## config.mk

```make
export PLATFORM = sky130hd
export DESIGN_NAME = dhm_front
export DESIGN_NICKNAME = d
export VERILOG_FILES = /design/src/hdl/dhm_pkg.sv /design/src/hdl/dhm_front.sv
export SDC_FILE = /design/constraint.sdc
export NUM_CORES = 1
export LEC_CHECK = 0
export ABC_CLOCK_PERIOD_IN_PS = 6240
export BUFFER_PORTS_ARGS = -buffer_cell sky130_fd_sc_hd__buf_4
export CORE_MARGIN = 2
export CORE_UTILIZATION = 47
export CTS_BUF_LIST = sky130_fd_sc_hd__clkbuf_8 sky130_fd_sc_hd__clkbuf_16
export DETAILED_ROUTE_END_ITERATION = 16
export PLACE_DENSITY = 0.83
export SETUP_SLACK_MARGIN = 0.5
export SLEW_MARGIN = 20
export SYNTH_ARGS = -nofsm -noshare
export SYNTH_HDL_FRONTEND = slang
export SYNTH_SLANG_ARGS = --single-unit
```

## constraint.sdc

```tcl
create_clock -name clk_i -period 6.24 [get_ports clk_i]
set_input_delay 0.624 -clock clk_i [delete_from_list [all_inputs] [get_ports clk_i]]
set_output_delay 0.624 -clock clk_i [all_outputs]
set_load 0.01 [all_outputs]
```

## src/hdl/dhm_pkg.sv

```systemverilog
// Package: shared types and constants of the hit merger.
`default_nettype none
package dhm_pkg;
  localparam int unsigned MaxEntriesDef = 64;
  localparam int unsigned KeyW  = 30;
  localparam int unsigned EnW   = 20;
  localparam int unsigned SumEW = 26;
  localparam int unsigned TimeW = 24;
  localparam int unsigned PosW  = 16;
  localparam int unsigned WSumW = 43;
  localparam int unsigned ProdW = 37;

  typedef enum logic {
    ReqAdd   = 1'b0,
    ReqFlush = 1'b1
  } req_e;

  typedef struct packed {
    logic             req;
    logic [KeyW-1:0]  key;
    logic [EnW-1:0]   energy;
    logic [TimeW-1:0] hit_time;
    logic [PosW-1:0]  pos_x;
    logic [PosW-1:0]  pos_y;
    logic [PosW-1:0]  pos_z;
  } cmd_t;

  // one table entry as stored in RAM
  typedef struct packed {
    logic [KeyW-1:0]  key;
    logic [SumEW-1:0] energy;
    logic [TimeW-1:0] hit_time;
    logic [WSumW-1:0] sx;
    logic [WSumW-1:0] sy;
    logic [WSumW-1:0] sz;
  } entry_t;
endpackage
`default_nettype wire

```

## src/hdl/dhm_front.sv

```systemverilog
// Front end: takes transactions, packs the key and queues commands.
`default_nettype none
module dhm_front (
  input  wire logic              clk_i,
  input  wire logic              rst_ni,
  input  wire logic              valid_i,
  output      logic              ready_o,
  input  wire logic              req_type_i,
  input  wire logic [15:0]       track_id_i,
  input  wire logic [7:0]        bar_index_i,
  input  wire logic [3:0]        layer_index_i,
  input  wire logic [1:0]        side_index_i,
  input  wire logic [19:0]       energy_i,
  input  wire logic [23:0]       hit_time_i,
  input  wire logic [15:0]       pos_x_i,
  input  wire logic [15:0]       pos_y_i,
  input  wire logic [15:0]       pos_z_i,
  output      logic              cmd_valid_o,
  input  wire logic              cmd_ready_i,
  output      dhm_pkg::cmd_t     cmd_o
);
  // two-entry queue
  dhm_pkg::cmd_t slot_q [2];
  logic [1:0] cnt_q, cnt_d;
  logic       rd_q, wr_q;
  logic       push, pop;
  dhm_pkg::cmd_t in_cmd;

  always_comb begin
    in_cmd          = '0;
    in_cmd.req      = req_type_i;
    in_cmd.key      = {track_id_i, bar_index_i, layer_index_i, side_index_i};
    in_cmd.energy   = energy_i;
    in_cmd.hit_time = hit_time_i;
    in_cmd.pos_x    = pos_x_i;
    in_cmd.pos_y    = pos_y_i;
    in_cmd.pos_z    = pos_z_i;
  end

  assign ready_o     = (cnt_q != 2'd2);
  assign push        = valid_i & ready_o;
  assign cmd_valid_o = (cnt_q != 2'd0);
  assign pop         = cmd_valid_o & cmd_ready_i;
  assign cmd_o       = slot_q[rd_q];

  always_comb begin
    cnt_d = cnt_q;
    if (push && !pop) begin
      cnt_d = cnt_q + 2'd1;
    end else if (pop && !push) begin
      cnt_d = cnt_q - 2'd1;
    end
  end

  always_ff @(posedge clk_i or negedge rst_ni) begin
    if (!rst_ni) begin
      cnt_q <= '0;
      rd_q  <= 1'b0;
      wr_q  <= 1'b0;
    end else begin
      cnt_q <= cnt_d;
      if (push) begin
        wr_q <= ~wr_q;
      end
      if (pop) begin
        rd_q <= ~rd_q;
      end
    end
  end

  always_ff @(posedge clk_i) begin
    if (push) begin
      slot_q[wr_q] <= in_cmd;
    end
  end

`ifndef ASSERT_OFF
  a_no_push_full: assert property (@(posedge clk_i) disable iff (!rst_ni)
    cnt_q == 2'd2 |-> !push) else $error("push into full queue");
  a_cnt_track: assert property (@(posedge clk_i) disable iff (!rst_ni)
    (push && !pop) |=> cnt_q == $past(cnt_q) + 2'd1) else $error("count slip");
  a_pop_valid: assert property (@(posedge clk_i) disable iff (!rst_ni)
    pop |-> cnt_q != 2'd0) else $error("pop from empty queue");
`endif
endmodule
`default_nettype wire

```

==> flow_summary_export.csv <==
group,metric,value,unit
placement,portBuffers,251,
synthesis,syn-instance-count,401,
grt,grt_pass1_wl,25200,um
drt,dr.max_layer_used,"met4",
grt,grt_use_total,0.156,
floorplanning,core,0.0195,sq mm
timing,period_minus_slack,3.18,ns
final_layout,finish.net_count,799,
timing,tightestPinTransition,1.05,ns
critical_path,max_stage_delay,0.72,ns
cts,cts_made_buffers,25,
critical_path,path_delay_family,"buffers and inverters",
floorplanning,num_rows,51,
power_and_ir_drop,p_leak,4.77,nW
outcome,status,"completed",
power_and_ir_drop,intPower,0.00419,W
drt,num_vias,4700,
timing,setup-tns-final,0,ns
timing,timing.hold.ws,0.302,ns
synthesis,avgSynthCellArea,23.2,sq um
power_and_ir_drop,seq_power_share,0.422,
timing,timing.final.crit_share,0.510,
cts,htreeDepth,1,
cts,post_cts_buffers,0,
timing,maxSlewViolCount,0,
cts,cts_tree,"yes",
drt,drc,0,
drt,met2WireLength,8910,um
critical_path,path_common_cell,"buf_4",
final_layout,stdcell_count,952,
critical_path,cp.depth,3,
power_and_ir_drop,swShare,0.273,
synthesis,syn_area,0.00931,sq mm
floorplanning,num_io_pins,252,
floorplanning,initial_core_util,0.478,
critical_path,critPathRequiredTime,5.62,ns
power_and_ir_drop,peakVddDrop,0.000340,V
power_and_ir_drop,p_total,0.00577,W
timing,final.setup.worst_slack,3.06,ns
drt,drt_iter0_markers,314,
synthesis,yosysSeqAreaShare,0.804,
final_layout,syn2layout_area_growth,31.9,%
power_and_ir_drop,switchingPower,0.00157,W
drt,drt_first_pass_iters,6,
drt,wl,17400,um
power_and_ir_drop,p_comb_frac,0.324,
timing,hold_viol_final,0,
cts,cts.clk_slew.worst_paths,0.06,ns
critical_path,r2r_cells,5,
cts,cts_buffer_depth,3,
drt,wl_met3,1520,um
timing,clock.fmax,314,MHz
power_and_ir_drop,power.density,470,mW/mm^2
drt,final_antenna_net_count,0,
power_and_ir_drop,power_frac_clock,0.254,
critical_path,path_class,"reg -> out",
final_layout,diodes,0,
flow_run,maxCapViolations,0,
worst_hold_path,hp-class,"in -> reg",
synthesis,ys_warn_count,0,
critical_path,crit_path_start_kind,"register",
critical_path,worstPathCellList,"buf_4, mux2_2, buf_4",
drt,drt-met1-wl,6550,um
final_layout,n_fill_cell,1292,
critical_path,critPathMaxFanout,45,
cts,clkLatencyLatePin,0.50,ns
worst_hold_path,whs_path_depth,1,
grt,grt_pass1_vias,4907,
floorplanning,fp.dieH,145,um
placement,place_congestion,0.702,
critical_path,crit_buf_inv,2,
grt,antenna_found_initial,0,
placement,place_ws,3.39,ns
cts,clockRootBuffer,"clkbuf_16",
final_layout,drive_gt1_frac,0.610,
critical_path,worst_ep_arrival_time,2.56,ns
placement,dp_cells,908,
grt,grt-ovfl-total,0,
drt,routedWlPerCell,18.3,um
critical_path,crit_path_end_kind,"output pin",
timing,maxSlewHeadroom,0.300,
timing,skew,0.00527,ns
critical_path,cpMaxStageDelayCell,"buf_4",
synthesis,synth_seq_cells,250,
cts,cts.sinks,250,
placement,dp_hpwl,11700,um
timing,rsz0062_at_grt,"false",
timing,setup_viol,0,
floorplanning,die_w,145,um
grt,grt_max_degree,78,
synthesis,synth_fp_nets,529,
synthesis,synth.distinct_cells,15,
floorplanning,die_area,0.0210,sq mm
drt,via_per_inst,4.94,
-- sequential cells by signal, summed over array words and instances (netlist names) --
register / count
cnt_q: 2
rd_q: 1
slot_q: 246
wr_q: 1
-- Yosys cell counts --
| library cell | instances | share of area |
|---|---|---|
| nand2b_1 | 1 | 0.00067 |
| nor2_1 | 2 | 0.00081 |
| dfrtp_1 | 4 | 0.011 |
| or2_2 | 1 | 0.00067 |
| inv_1 | 1 | 0.00040 |
| mux2_4 | 60 | 0.097 |
| xor2_1 | 2 | 0.0019 |
| buf_2 | 6 | 0.0032 |
| and3_1 | 1 | 0.00067 |
| nand2_1 | 2 | 0.00081 |
| buf_6 | 8 | 0.0097 |
| edfxtp_1 | 246 | 0.79 |
| ha_1 | 1 | 0.0013 |
| mux2_2 | 63 | 0.076 |
| xnor2_1 | 3 | 0.0028 |
-- path summary, 6_finish.rpt --
| check | start | end | slack (ns) |
|---|---|---|---|
| worst max-delay path | rd_q$_DFFE_PN0P_ | cmd_o[115] | 3.06 |
| worst min-delay path | track_id_i[7] | slot_q[1][113]$_DFFE_PP_ | 0.30 |
| worst max register to register | cnt_q[0]$_DFFE_PN0P_ | slot_q[0][42]$_DFFE_PP_ | 3.56 |
| worst min register to register | cnt_q[0]$_DFFE_PN0P_ | cnt_q[0]$_DFFE_PN0P_ | 0.53 |
| max in group asynchronous | rst_ni | rd_q$_DFFE_PN0P_ | 5.63 |
| min in group asynchronous | rst_ni | cnt_q[1]$_DFFE_PN0P_ | 0.49 |
-- power by group through the flow --
stage	clock network [W]	registers (W)	logic, W
after floorplan	0	0.00244	0.00116
after global placement	0	0.00244	0.00186
after detailed placement	0	0.00247	0.00190
after CTS	0.00150	0.00244	0.00191
after global routing	0.00157	0.00247	0.00200
final	0.00146	0.00243	0.00187
-- metrics by stage --
step | utilization | instance area (sq um)
after detailed placement | 0.589 | 11500
after global placement | 0.589 | 11500
after CTS | 0.631 | 12300
after floorplan | - | 9310
final | 0.631 | 12300
after global routing | 0.631 | 12300
-- layer usage --
layer / up-vias / track usage
li1: 2121 / -
met1: 2332 / 0.180
met3: 36 / 0.0467
met4: 0 / 0.0516
met5: - / 0
met2: 211 / 0.279
-- final cells by class --
| class | instances | area [sq um] | share of cell area |
|---|---|---|---|
| tap | 265 | 332 | 0.0270 |
| timing repair buffer | 257 | 1930 | 0.157 |
| sequential | 250 | 7490 | 0.610 |
| multi-input combinational | 136 | 1710 | 0.140 |
| clock buffer | 25 | 626 | 0.0510 |
| clock inverter | 18 | 181 | 0.0148 |
| inverter | 1 | 3.75 | 0.000306 |
-- logic make-up (layout without fill, tap and decap cells) --
group	Yosys count	in the layout	share of synthesized area
muxes	123	123	0.173
DFF	250	250	0.804
adders and majority gates	1	1	0.00134
xor gates and xnor gates	5	5	0.00470
buffers and inverters	15	301	0.0133
and+or+nand+nor	7	7	0.00363
-- layout by cell type, fill, tap and decap left out, drive strengths merged --
| cell | n |
|---|---|
| buf | 256 |
| or2 | 1 |
| edfxtp | 246 |
| mux2 | 123 |
| dfrtp | 4 |
| and3 | 1 |
| bufinv | 4 |
| ha | 1 |
| dlygate4sd3 | 1 |
| xor2 | 2 |
| inv | 5 |
| clkinv | 10 |
| nand2 | 2 |
| xnor2 | 3 |
| nor2 | 2 |
| nand2b | 1 |
| clkbuf | 25 |
-- what timing repair did --
action / CTS / global route
hold buffers: 1 / 0
gates resized for setup: 0 / 0
hold endpoints to repair: 4 / 0
(Power assumes the default switching activity.)
